## src/rtl/fpr_pkg.sv

```systemverilog
// fpr_pkg: shared types and constants of the framed packet receiver
// no dependencies
package fpr_pkg;

    localparam int IDX_W = 4;
    localparam logic [7:0] FRAME_START = 8'hAA;
    localparam logic [7:0] FRAME_END = 8'h55;
    localparam int HEADER_BYTES = 2;
    localparam int FRAME_OVERHEAD = 3;

    typedef enum logic [1:0] {
        CMD_BYTE = 2'd0,
        CMD_READ = 2'd1,
        CMD_WRITE_READY = 2'd2
    } cmd_t;

    typedef enum logic [2:0] {
        PH_START = 3'd0,
        PH_OPCODE = 3'd1,
        PH_LENGTH = 3'd2,
        PH_DATA = 3'd3,
        PH_CHECK = 3'd4,
        PH_END = 3'd5
    } phase_t;

    typedef struct packed {
        logic [1:0] command;
        logic [7:0] rx_byte;
        logic [IDX_W-1:0] read_index;
        logic ready_value;
    } in_t;

    typedef struct packed {
        logic [7:0] read_data;
        logic frame_flag;
        logic [2:0] parser_phase;
    } out_t;

    typedef struct packed {
        logic en;
        logic [IDX_W-1:0] addr;
        logic [7:0] data;
    } store_wr_t;

endpackage

```

## src/rtl/fpr_in_stage.sv

```systemverilog
// fpr_in_stage: input register of the receiver pipeline
// depends on fpr_pkg
module fpr_in_stage (
    input  logic clk,
    input  logic rst_n,
    input  logic in_valid,
    output logic in_ready,
    input  fpr_pkg::in_t in_data,
    output logic item_valid,
    output fpr_pkg::in_t item_data,
    input  logic advance
);
    import fpr_pkg::*;

    logic valid_reg;
    logic valid_next;
    in_t data_reg;

    assign in_ready = !valid_reg || advance;
    assign item_valid = valid_reg;
    assign item_data = data_reg;

    always_comb
    begin
        valid_next = valid_reg;
        if (in_valid && in_ready)
        begin
            valid_next = 1'b1;
        end
        else if (advance)
        begin
            valid_next = 1'b0;
        end
    end

    always_ff @(posedge clk or negedge rst_n)
    begin
        if (!rst_n)
        begin
            valid_reg <= 1'b0;
        end
        else
        begin
            valid_reg <= valid_next;
        end
    end

    always_ff @(posedge clk)
    begin
        if (in_valid && in_ready)
        begin
            data_reg <= in_data;
        end
    end

endmodule

```

## src/rtl/fpr_store.sv

```systemverilog
// fpr_store: packet store, one write port and one read port
// depends on fpr_pkg
module fpr_store #(
    parameter int DEPTH = 10
) (
    input  logic clk,
    input  logic rst_n,
    input  fpr_pkg::store_wr_t wr,
    input  logic [fpr_pkg::IDX_W-1:0] rd_index,
    output logic [7:0] rd_data
);
    import fpr_pkg::*;

    localparam int AW = (DEPTH > 1) ? $clog2(DEPTH) : 1;

    logic [7:0] mem_reg [DEPTH];
    logic wr_hit;
    logic rd_hit;

    assign wr_hit = wr.en && ({1'b0, wr.addr} < (IDX_W + 1)'(DEPTH));
    assign rd_hit = {1'b0, rd_index} < (IDX_W + 1)'(DEPTH);
    assign rd_data = rd_hit ? mem_reg[rd_index[AW-1:0]] : 8'd0;

    always_ff @(posedge clk or negedge rst_n)
    begin
        if (!rst_n)
        begin
            for (int i = 0; i < DEPTH; i++)
            begin
                mem_reg[i] <= 8'd0;
            end
        end
        else if (wr_hit)
        begin
            mem_reg[wr.addr[AW-1:0]] <= wr.data;
        end
    end

endmodule

```

## src/rtl/fpr_parser.sv

```systemverilog
// fpr_parser: frame phase machine, checksums, ready flag and result forming
// depends on fpr_pkg
module fpr_parser #(
    parameter int STORE_BYTES = 10,
    parameter int STORE_DEPTH = 10
) (
    input  logic clk,
    input  logic rst_n,
    input  logic fire,
    input  fpr_pkg::in_t item,
    input  logic [7:0] store_rd_data,
    output fpr_pkg::store_wr_t store_wr,
    output fpr_pkg::out_t result
);
    import fpr_pkg::*;

    localparam int LIMIT = STORE_BYTES - FRAME_OVERHEAD;
    localparam int CNT_W = $clog2(STORE_BYTES);
    localparam int PW = CNT_W + 1;

    phase_t phase_reg, phase_next;
    logic [CNT_W-1:0] count_reg, count_next;
    logic [CNT_W-1:0] len_reg, len_next;
    logic [7:0] rchk_reg, rchk_next;
    logic [7:0] cchk_reg, cchk_next;
    logic ready_reg, ready_next;
    logic [CNT_W-1:0] count_inc;
    logic [PW-1:0] pos;
    logic [7:0] b;

    assign b = item.rx_byte;
    assign count_inc = count_reg + CNT_W'(1);

    always_comb
    begin
        phase_next = phase_reg;
        count_next = count_reg;
        len_next = len_reg;
        rchk_next = rchk_reg;
        cchk_next = cchk_reg;
        ready_next = ready_reg;
        pos = '0;
        store_wr = '0;
        store_wr.data = b;
        result = '0;

        case (cmd_t'(item.command))
            CMD_BYTE:
            begin
                case (phase_reg)
                    PH_START:
                    begin
                        if (b == FRAME_START)
                        begin
                            phase_next = PH_OPCODE;
                            count_next = '0;
                            cchk_next = 8'd0;
                            rchk_next = 8'd0;
                        end
                    end
                    PH_OPCODE:
                    begin
                        store_wr.en = 1'b1;
                        store_wr.addr = IDX_W'(0);
                        cchk_next = cchk_reg ^ b;
                        phase_next = PH_LENGTH;
                    end
                    PH_LENGTH:
                    begin
                        store_wr.en = 1'b1;
                        store_wr.addr = IDX_W'(1);
                        if (b > 8'(LIMIT))
                        begin
                            phase_next = PH_START;
                            count_next = '0;
                        end
                        else
                        begin
                            len_next = CNT_W'(b);
                            cchk_next = cchk_reg ^ b;
                            phase_next = (b == 8'd0) ? PH_CHECK : PH_DATA;
                        end
                    end
                    PH_DATA:
                    begin
                        if (count_reg >= CNT_W'(LIMIT))
                        begin
                            phase_next = PH_START;
                            count_next = '0;
                        end
                        else
                        begin
                            pos = PW'(count_reg) + PW'(HEADER_BYTES);
                            store_wr.en = int'(pos) < STORE_DEPTH;
                            store_wr.addr = IDX_W'(pos);
                            cchk_next = cchk_reg ^ b;
                            count_next = count_inc;
                            if (count_inc == len_reg)
                            begin
                                phase_next = PH_CHECK;
                            end
                        end
                    end
                    PH_CHECK:
                    begin
                        rchk_next = b;
                        pos = PW'(len_reg) + PW'(HEADER_BYTES);
                        store_wr.en = int'(pos) < STORE_DEPTH;
                        store_wr.addr = IDX_W'(pos);
                        phase_next = PH_END;
                    end
                    PH_END:
                    begin
                        if (b == FRAME_END && cchk_reg == rchk_reg)
                        begin
                            ready_next = 1'b1;
                        end
                        phase_next = PH_START;
                        count_next = '0;
                    end
                    default:
                    begin
                        phase_next = PH_START;
                        count_next = '0;
                    end
                endcase
            end
            CMD_READ:
            begin
                result.read_data = store_rd_data;
            end
            CMD_WRITE_READY:
            begin
                ready_next = item.ready_value;
            end
            default:
            begin
                result.read_data = 8'd0;
            end
        endcase

        store_wr.en = store_wr.en && fire;
        result.frame_flag = ready_next;
        result.parser_phase = phase_next;
    end

    always_ff @(posedge clk or negedge rst_n)
    begin
        if (!rst_n)
        begin
            phase_reg <= PH_START;
            count_reg <= '0;
            len_reg <= '0;
            rchk_reg <= 8'd0;
            cchk_reg <= 8'd0;
            ready_reg <= 1'b0;
        end
        else if (fire)
        begin
            phase_reg <= phase_next;
            count_reg <= count_next;
            len_reg <= len_next;
            rchk_reg <= rchk_next;
            cchk_reg <= cchk_next;
            ready_reg <= ready_next;
        end
    end

endmodule

```

## src/rtl/fpr_out_stage.sv

```systemverilog
// fpr_out_stage: result register toward the output channel
// depends on fpr_pkg
module fpr_out_stage (
    input  logic clk,
    input  logic rst_n,
    input  logic item_valid,
    output logic advance,
    input  fpr_pkg::out_t result,
    output logic out_valid,
    input  logic out_ready,
    output fpr_pkg::out_t out_data
);
    import fpr_pkg::*;

    logic valid_reg;
    logic valid_next;
    out_t data_reg;

    assign advance = item_valid && (!valid_reg || out_ready);
    assign out_valid = valid_reg;
    assign out_data = data_reg;

    always_comb
    begin
        valid_next = valid_reg;
        if (advance)
        begin
            valid_next = 1'b1;
        end
        else if (out_ready)
        begin
            valid_next = 1'b0;
        end
    end

    always_ff @(posedge clk or negedge rst_n)
    begin
        if (!rst_n)
        begin
            valid_reg <= 1'b0;
        end
        else
        begin
            valid_reg <= valid_next;
        end
    end

    always_ff @(posedge clk)
    begin
        if (advance)
        begin
            data_reg <= result;
        end
    end

endmodule

```

## src/rtl/framed_packet_receiver.sv

```systemverilog
// framed_packet_receiver: byte framed packet parser with xor checksum
// path: input register, then parser and store read (combinational), then result register toward the output
// throughput: one item per cycle while the output channel accepts results; out_ready low stalls the pipeline
// reset: phase, counters, checksums, ready flag and packet store all clear to zero
// depends on fpr_pkg, fpr_in_stage, fpr_store, fpr_parser, fpr_out_stage
module framed_packet_receiver #(
    parameter int STORE_BYTES = 10
) (
    input  logic clk,
    input  logic rst_n,
    input  logic in_valid,
    output logic in_ready,
    input  fpr_pkg::in_t in_data,
    output logic out_valid,
    input  logic out_ready,
    output fpr_pkg::out_t out_data
);
    import fpr_pkg::*;

    localparam int ADDR_SPAN = 1 << IDX_W;
    localparam int STORE_DEPTH = (STORE_BYTES < ADDR_SPAN) ? STORE_BYTES : ADDR_SPAN;

    logic item_valid;
    in_t item_data;
    logic advance;
    store_wr_t store_wr;
    logic [7:0] store_rd_data;
    out_t result;

    fpr_in_stage u_in_stage (
        .clk        (clk),
        .rst_n      (rst_n),
        .in_valid   (in_valid),
        .in_ready   (in_ready),
        .in_data    (in_data),
        .item_valid (item_valid),
        .item_data  (item_data),
        .advance    (advance)
    );

    fpr_store #(
        .DEPTH (STORE_DEPTH)
    ) u_store (
        .clk      (clk),
        .rst_n    (rst_n),
        .wr       (store_wr),
        .rd_index (item_data.read_index),
        .rd_data  (store_rd_data)
    );

    fpr_parser #(
        .STORE_BYTES (STORE_BYTES),
        .STORE_DEPTH (STORE_DEPTH)
    ) u_parser (
        .clk           (clk),
        .rst_n         (rst_n),
        .fire          (advance),
        .item          (item_data),
        .store_rd_data (store_rd_data),
        .store_wr      (store_wr),
        .result        (result)
    );

    fpr_out_stage u_out_stage (
        .clk        (clk),
        .rst_n      (rst_n),
        .item_valid (item_valid),
        .advance    (advance),
        .result     (result),
        .out_valid  (out_valid),
        .out_ready  (out_ready),
        .out_data   (out_data)
    );

endmodule
```

## config.mk

```make
export PLATFORM = sky130hd
export DESIGN_NAME = framed_packet_receiver
export DESIGN_NICKNAME = d
export VERILOG_FILES = /design/src/rtl/fpr_pkg.sv /design/src/rtl/fpr_in_stage.sv /design/src/rtl/fpr_store.sv /design/src/rtl/fpr_parser.sv /design/src/rtl/fpr_out_stage.sv /design/src/rtl/framed_packet_receiver.sv
export SDC_FILE = /design/constraint.sdc
export NUM_CORES = 1
export LEC_CHECK = 0
export BUFFER_PORTS_ARGS = -buffer_cell sky130_fd_sc_hd__buf_4
export CAP_MARGIN = 5
export CORE_ASPECT_RATIO = 0.9
export CORE_UTILIZATION = 40
export CTS_BUF_LIST = sky130_fd_sc_hd__clkbuf_16
export DETAILED_ROUTE_END_ITERATION = 12
export PLACE_DENSITY = 0.64
export SLEW_MARGIN = 10
export SYNTH_ARGS = -nofsm -noshare
export SYNTH_HDL_FRONTEND = slang
export SYNTH_SLANG_ARGS = --single-unit
```

## constraint.sdc

```tcl
create_clock -name clk -period 3.3 [get_ports clk]
set_input_delay 0.33 -clock clk [delete_from_list [all_inputs] [get_ports clk]]
set_output_delay 0.33 -clock clk [all_outputs]
set_load 0.01 [all_outputs]
```

==> flow_summary.yaml, run 1 <==
sta:
  worstMarginPinSlew_ns: 1.12
  finClkSkew_ns: 0.00950
  setup_ws_ns: 0.298
  fmax_mhz: 333
  drv_slew: 0
  min_period_over_period_pct: 91.0
  finalHoldViolCount: 0
  tns_ns: 0
  post-route-min-period_ns: 3.00
  relSlewSlack_pct: 25.2
  rsz0062_at_grt: "no"
  setup_viol: 0
cts:
  cts.sinks: 137
  cts_setup_buffers: 0
  cts.clk_slew.worst_paths_ns: 0.06
  cts_resized: 0
  htree_levels: 4
  clock_path_buffers: 2
  clk_latency_ns: 0.42
  numCtsBuffers: 17
  postCtsHoldBufs: 0
  cts_tree: "built"
  cts_root_buf: "clkbuf_16"
floorplanning:
  io_pins: 33
  rows: 43
  start_util_pct: 41.7
  die_h_um: 123
  core_area_mm2: 0.0157
  die_area_mm2: 0.0169
  chipWidth_um: 137
layout:
  largest_register_ff_count: 80
  post_route_cells_drive_above_1_share_pct: 35.9
  stdcell_area_mm2: 0.00768
  regArea_mm2: 0.00356
  multiInputGateArea_mm2: 0.00285
  area_growth_syn_to_layout_pct: 17.3
  fin_util_pct: 48.9
  nets: 555
  fill_cells: 1361
  num_antenna_cells: 0
outcome:
  status: "completed"
routing:
  drtIter0Drc: 367
  wire_per_inst_um: 20.3
  drc_errors: 0
  via_count: 4214
  wl_um: 15200
  antenna_left: 0
  vias_per_cell: 5.63
  drt_first_pass_iters: 5
yosys:
  yosysWarningCount: 0
  synth-seq-cells: 137
  synth-simple-area-share_pct: 10.4
  syn_area_mm2: 0.00655
  muxShareOfSynthArea_pct: 22.7
  synth-compound-area-share_pct: 7.63
  synth_area_leader_cell: "dfrtp_1"
  synth.distinct_cells: 64
  synth_async_sr_flop_share_pct: 80.3
  synth-main-ff-cell: "dfrtp_1"
  avgSynthCellArea_um2: 13.4
  yosysSeqAreaShare_pct: 54.4
  synth_nets: 510
  synth_top_area_share_pct: 42.0
  yosys.area_share.xor_xnor_pct: 2.22
  netlist_instances: 488
  synth_top_family_by_area: "multiplexers"
  synthTopCellsByArea: "dfrtp_1 42%, mux2_2 13%, edfxtp_1 12%, mux4_2 5.5%, mux2i_1 2.4%"
  synthAdderAreaFrac_pct: 0.573
  synth-edff-count: 27
critical_path:
  end_kind: "register"
  cp_max_fo: 16
  startpoint_type: "register"
  r2r_cells: 5
  required_ns: 3.60
  path_class: "register to register"
  critPathArrivalTime_ns: 3.30
power_and_ir_drop:
  swShare_pct: 22.5
  p_sw_uw: 874
  total_power_mw: 3.89
  p_per_area_mw_per_mm2: 506
  pwr-share-comb_pct: 4.6
  sequentialPowerShare_pct: 46.6
  power.static_leakage_nw: 3.43
  clkPwrFrac_pct: 48.8
  ir_drop_mv: 0.422
  p_int_mw: 3.01
global_routing:
  grtUsageTotal_pct: 19.8
  grt_pass1_wl_um: 24200
  grt_max_degree: 86
  grt_overflow: 0
  grt_pass1_vias: 4223
  antenna_found_initial: 0
hold_path:
  hold_class: "primary input to register"
  holdPathStages: 1
placed_design:
  hpwl_um: 9790
  post-place-ws_ns: 0.345
  routabilityCongestion: 0.856
  port_buffers: 32
  dpl-instance-area_mm2: 0.00709
job:
  maxCapViolCount: 0
[placed cells by master (no fill, tap or decap), types with 3 or more instances in the layout]
master / count
a21oi_1: 5
a22o_1: 8
and2_1: 10
buf_4: 52
bufinv_16: 3
clkbuf_16: 17
clkinv_2: 5
dfrtp_1: 110
edfxtp_1: 27
ha_1: 3
inv_1: 10
mux2_2: 75
mux2_4: 8
mux2i_1: 16
mux4_2: 16
nand2_1: 18
nand2b_1: 22
nand3_1: 12
nand3b_1: 4
nor2_1: 9
nor3_1: 4
nor3_2: 8
nor4_1: 4
o211ai_1: 3
o21ai_0: 26
o22ai_1: 9
xnor2_1: 3
xor2_1: 11
[synthesized netlist by cell type (2+ instances only)]
master	number
inv_1	9
mux4_2	16
mux2_2	75
nand4b_1	2
a22o_1	8
edfxtp_1	27
o21ai_0	26
and2_1	10
nor4_1	4
ha_1	3
nor3_1	4
or2_2	2
xnor2_1	3
clkbuf_1	21
a311o_1	2
or3b_1	2
a31oi_1	2
o211ai_1	3
buf_1	2
nand2_1	18
mux2i_1	16
nor3_2	8
mux2_4	8
nand3_1	12
nand2b_1	22
o22ai_1	9
nor2b_1	2
a21oi_1	5
nor2_1	9
xor2_1	11
buf_2	2
dfrtp_1	110
nand3b_1	4
[metrics by stage]
stage / cells / hold WS, ns
3_5_place_dp: 716 / 0.492
4_1_cts: 748 / 0.0607
6_report: 748 / 0.0804
5_1_grt: 748 / 0.0594
2_1_floorplan: 488 / 0.0344
3_3_place_gp: 716 / 0.484
[critical path: stages, from the launching register on]
cell and delay [ns]:
dfrtp_1 0.62, nor3b_1 0.62, a32oi_1 0.14, or3b_1 0.50
or3b_1 0.61, mux2_4 0.38
[metal layers]
metal / up-vias / global-route usage [%] / part of all wire (%)
met3: 16 / 5.37 / 4.4
met4: 0 / 4.67 / 0.98
met5: - / 0 / 0
met2: 114 / 29.7 / 47
li1: 1914 / - / -
met1: 2170 / 28.5 / 48
[power groups by stage]
stage / registers [mW] / clock network, mW / logic [mW]
2_1_floorplan: 1.82 / 0 / 0.0908
3_5_place_dp: 1.84 / 0 / 0.184
3_3_place_gp: 1.84 / 0 / 0.180
4_1_cts: 1.81 / 1.93 / 0.185
6_report: 1.81 / 1.90 / 0.181
5_1_grt: 1.81 / 2.01 / 0.199
[cells by family (layout without fill, tap and decap cells)]
group | Yosys count | after routing
fa+ha+maj | 3 | 3
flops | 137 | 137
buf+inv | 35 | 93
xor+xnor | 15 | 15
compound gates | 73 | 73
simple gates | 110 | 110
mux | 115 | 115
[path summary, 6_finish.rpt]
| kind | to | from | slack (ns) |
|---|---|---|---|
| setup reg to reg | u_store.mem_reg[25] | u_parser.phase_reg[2] | 0.30 |
| hold reg to reg | u_store.mem_reg[63] | u_store.mem_reg[63] | 0.50 |
| setup / recovery | u_store.mem_reg[25] | u_parser.phase_reg[2] | 0.30 |
| hold / removal | u_in_stage.item_data[5] | in_data[5] | 0.08 |
| min in group asynchronous | u_parser.len_reg[0] | rst_n | 0.11 |
| max in group asynchronous | u_store.mem_reg[25] | rst_n | 2.34 |
[layout make-up]
type	count	share of cell area (%)
flip-flops and latches	137	46.4
multi-input cells	316	37.2
clock buffers	17	5.54
repair buffers	52	5.08
well taps	202	3.29
clock inverters	15	2.07
inverters	9	0.440
Note: power is estimated with default switching activity, not from simulation.
==> run 2: changes to the inputs <==
CTS_CLUSTER_SIZE = 16   (was default)
SYNTH_HIERARCHICAL = 1   (was default)
==> flow_summary.yaml, run 2 <==
outcome:
  status: "finished, violations left"
  violations: "DRC"
global_routing:
  grt_pass1_wl_um: 24700
  grt_pass1_vias: 4488
  grt_overflow: 0
  antenna_found_initial: 0
  grtUsageTotal_pct: 18.6
  grt_max_degree: 66
power_and_ir_drop:
  p_per_area_mw_per_mm2: 678
  sequentialPowerShare_pct: 42.4
  p_int_mw: 3.72
  p_sw_mw: 1.55
  swShare_pct: 29.5
  power.static_leakage_nw: 3.44
  clkPwrFrac_pct: 34.2
  ir_drop_mv: 0.377
  pwr-share-comb_pct: 23.4
critical_path:
  path_buf_inv: 0
  critPathTopFamily: "simple AND/OR/NAND/NOR gates"
  r2r_setup_slack_ns: 0.26
  rr_startpoint: "u_parser/count_reg[0]"
  critPathSlowestCell: "dfrtp_1"
  required_ns: 3.60
  critPathArrivalTime_ns: 3.33
  end_kind: "register"
  r2r-end: "u_store/mem_reg[68]"
  cp_cell_sequence: "ha_1 -> and2_1 -> nor2_1 -> a2bb2oi_1 -> nor2_1 -> nand3b_4 -> or3_1 -> mux2_4"
  path_common_cell: "nor2_1"
  r2r_cells: 8
  max_stage_delay_ns: 0.45
  startpoint_type: "register"
  cp_max_fo: 8
  path_class: "register to register"
cts:
  htree_levels: 4
  cts.sinks: 137
  cts_resized: 0
  cts_tree: "built"
  clock_path_buffers: 2
  cts.clk_slew.worst_paths_ns: 0.06
  postCtsHoldBufs: 0
  cts_root_buf: "clkbuf_16"
  numCtsBuffers: 17
  cts_setup_buffers: 0
  clk_latency_ns: 0.42
yosys:
  synth_nets: 534
  synthTopCellsByArea: "dfrtp_1 41%, mux2_2 14%, edfxtp_1 12%, mux4_2 2.7%, mux2i_1 1.8%"
  synth_top_area_share_pct: 40.6
  synth_async_sr_flop_share_pct: 80.3
  synth-seq-cells: 137
  synth_area_leader_cell: "dfrtp_1"
  netlist_instances: 512
  synth-main-ff-cell: "dfrtp_1"
  ys_top_cells_by_count: "110 x dfrtp_1, 82 x mux2_2, 27 x edfxtp_1"
  yosysSeqAreaShare_pct: 52.6
  avgSynthCellArea_um2: 13.2
  synth.most_common_cell: "dfrtp_1"
  synth-edff-count: 27
  yosysWarningCount: 6
  syn_area_mm2: 0.00678
  synth.distinct_cells: 73
floorplanning:
  rows: 44
  start_util_pct: 41.4
  io_pins: 33
  core_area_mm2: 0.0164
  die_h_um: 125
  die_area_mm2: 0.0175
  chipWidth_um: 139
sta:
  post-route-min-period_ns: 3.04
  min_period_over_period_pct: 92.0
  setup_ws_ns: 0.263
  finClkSkew_ns: 0.0116
  finalHoldViolCount: 0
  relSlewSlack_pct: 41.8
  drv_slew: 0
  setup_viol: 0
  tns_ns: 0
  rsz0062_at_grt: "no"
  fmax_mhz: 329
  worstMarginPinSlew_ns: 0.873
layout:
  post_route_cells_drive_above_1_share_pct: 36.0
  layout_commonest_cell: "dfrtp_1"
  fill_cells: 1404
  nets: 568
  multiInputGateArea_mm2: 0.00295
  area_growth_syn_to_layout_pct: 14.7
  final_cell_mix: "110 x dfrtp_1, 82 x mux2_2, 49 x buf_4"
  largest_register_ff_count: 80
  regArea_mm2: 0.00356
  num_antenna_cells: 0
routing:
  drtIter0Drc: 335
  via_count: 4390
  wl_um: 15100
  antenna_left: 0
  drc_errors: 5
  drt_first_pass_iters: 9
  vias_per_cell: 5.73
  wire_per_inst_um: 19.7
job:
  maxCapViolCount: 0
placed_design:
  post-place-ws_ns: 0.292
  hpwl_um: 10100
  port_buffers: 32
  routabilityCongestion: 0.943
hold_path:
  hold_class: "primary input to asynchronous set/reset pin"
## run 2: cell types whose count changed in the layout (fill, tap and decap cells not counted), sizes merged, moves of 8 or more
cell / change
nor3b: +11
a221o: +8
a22o: -8
nand2b: -12
nor2b: +15
a211oi: +8
o21ai: -11
nor2: +8
nor3: -8
mux4: -8
mux2: +8
nand4: +10
## run 2: how the worst max path moves through the flow
stage	slack (ns)	depth (start not counted)	to	startpoint
final	0.26	8	u_store/mem_reg[68]	u_parser/count_reg[0]
after global routing	0.11	8	u_store/mem_reg[68]	u_parser/count_reg[0]
after CTS	0.30	8	u_store/mem_reg[68]	u_parser/count_reg[0]
after detailed placement	0.29	8	u_store/mem_reg[67]	u_parser/count_reg[0]
after global placement	0.39	8	u_store/mem_reg[68]	u_parser/count_reg[0]
after floorplan	0.44	7	u_store/mem_reg[56]	u_out_stage/out_valid
## run 2: area by class of cell
type	count	share of cell area (%)
Tap cell	207	3.33
Multi-Input combinational cell	327	38.0
Sequential cell	137	45.9
Clock buffer	17	5.47
Inverter	13	0.628
Timing Repair Buffer	50	4.99
Clock inverter	15	1.74
## run 2: power by group through the flow
stage / Sequential [mW] / Clock [mW] / Combinational (mW)
2_1_floorplan: 2.19 / 0 / 0.940
4_1_cts: 2.23 / 1.85 / 1.22
5_1_grt: 2.27 / 1.93 / 1.33
6_report: 2.23 / 1.80 / 1.23
3_3_place_gp: 2.24 / 0 / 1.18
3_5_place_dp: 2.26 / 0 / 1.21
## run 2: metrics by stage
| stage | power (mW) | std cells | instance area [µm²] | hold WS [ns] | utilization (%) |
|---|---|---|---|---|---|
| global route | 5.53 | 766 | 7770 | 0.0632 | 47.5 |
| global placement | 3.42 | 734 | 7210 | 0.482 | 44.1 |
| CTS | 5.30 | 766 | 7770 | 0.0479 | 47.5 |
| detailed placement | 3.47 | 734 | 7210 | 0.488 | 44.1 |
| floorplan | 3.13 | 512 | 6780 | 0.0344 | - |
| finish | 5.27 | 766 | 7770 | 0.0286 | 47.5 |
## run 2: kinds of logic after synthesis
logic type | after synthesis | share of synthesized area [%]
compound gates | 70 | 8.12
xor+xnor | 14 | 1.81
fa+ha+maj | 3 | 0.554
buf+inv | 48 | 3.86
flops | 137 | 52.6
mux | 111 | 20.0
simple gates | 129 | 13.1
## run 2: routing by layer
| metal | track usage (%) | vias up | wire length (µm) | share of wire [%] |
|---|---|---|---|---|
| met5 | 0 | - | 0 | 0 |
| met3 | 4.63 | 14 | 981 | 6.5 |
| met4 | 6.08 | 0 | 173 | 1.1 |
| met1 | 26.1 | 2256 | 7070 | 47 |
| li1 | - | 1971 | - | - |
| met2 | 28.2 | 149 | 6840 | 45 |
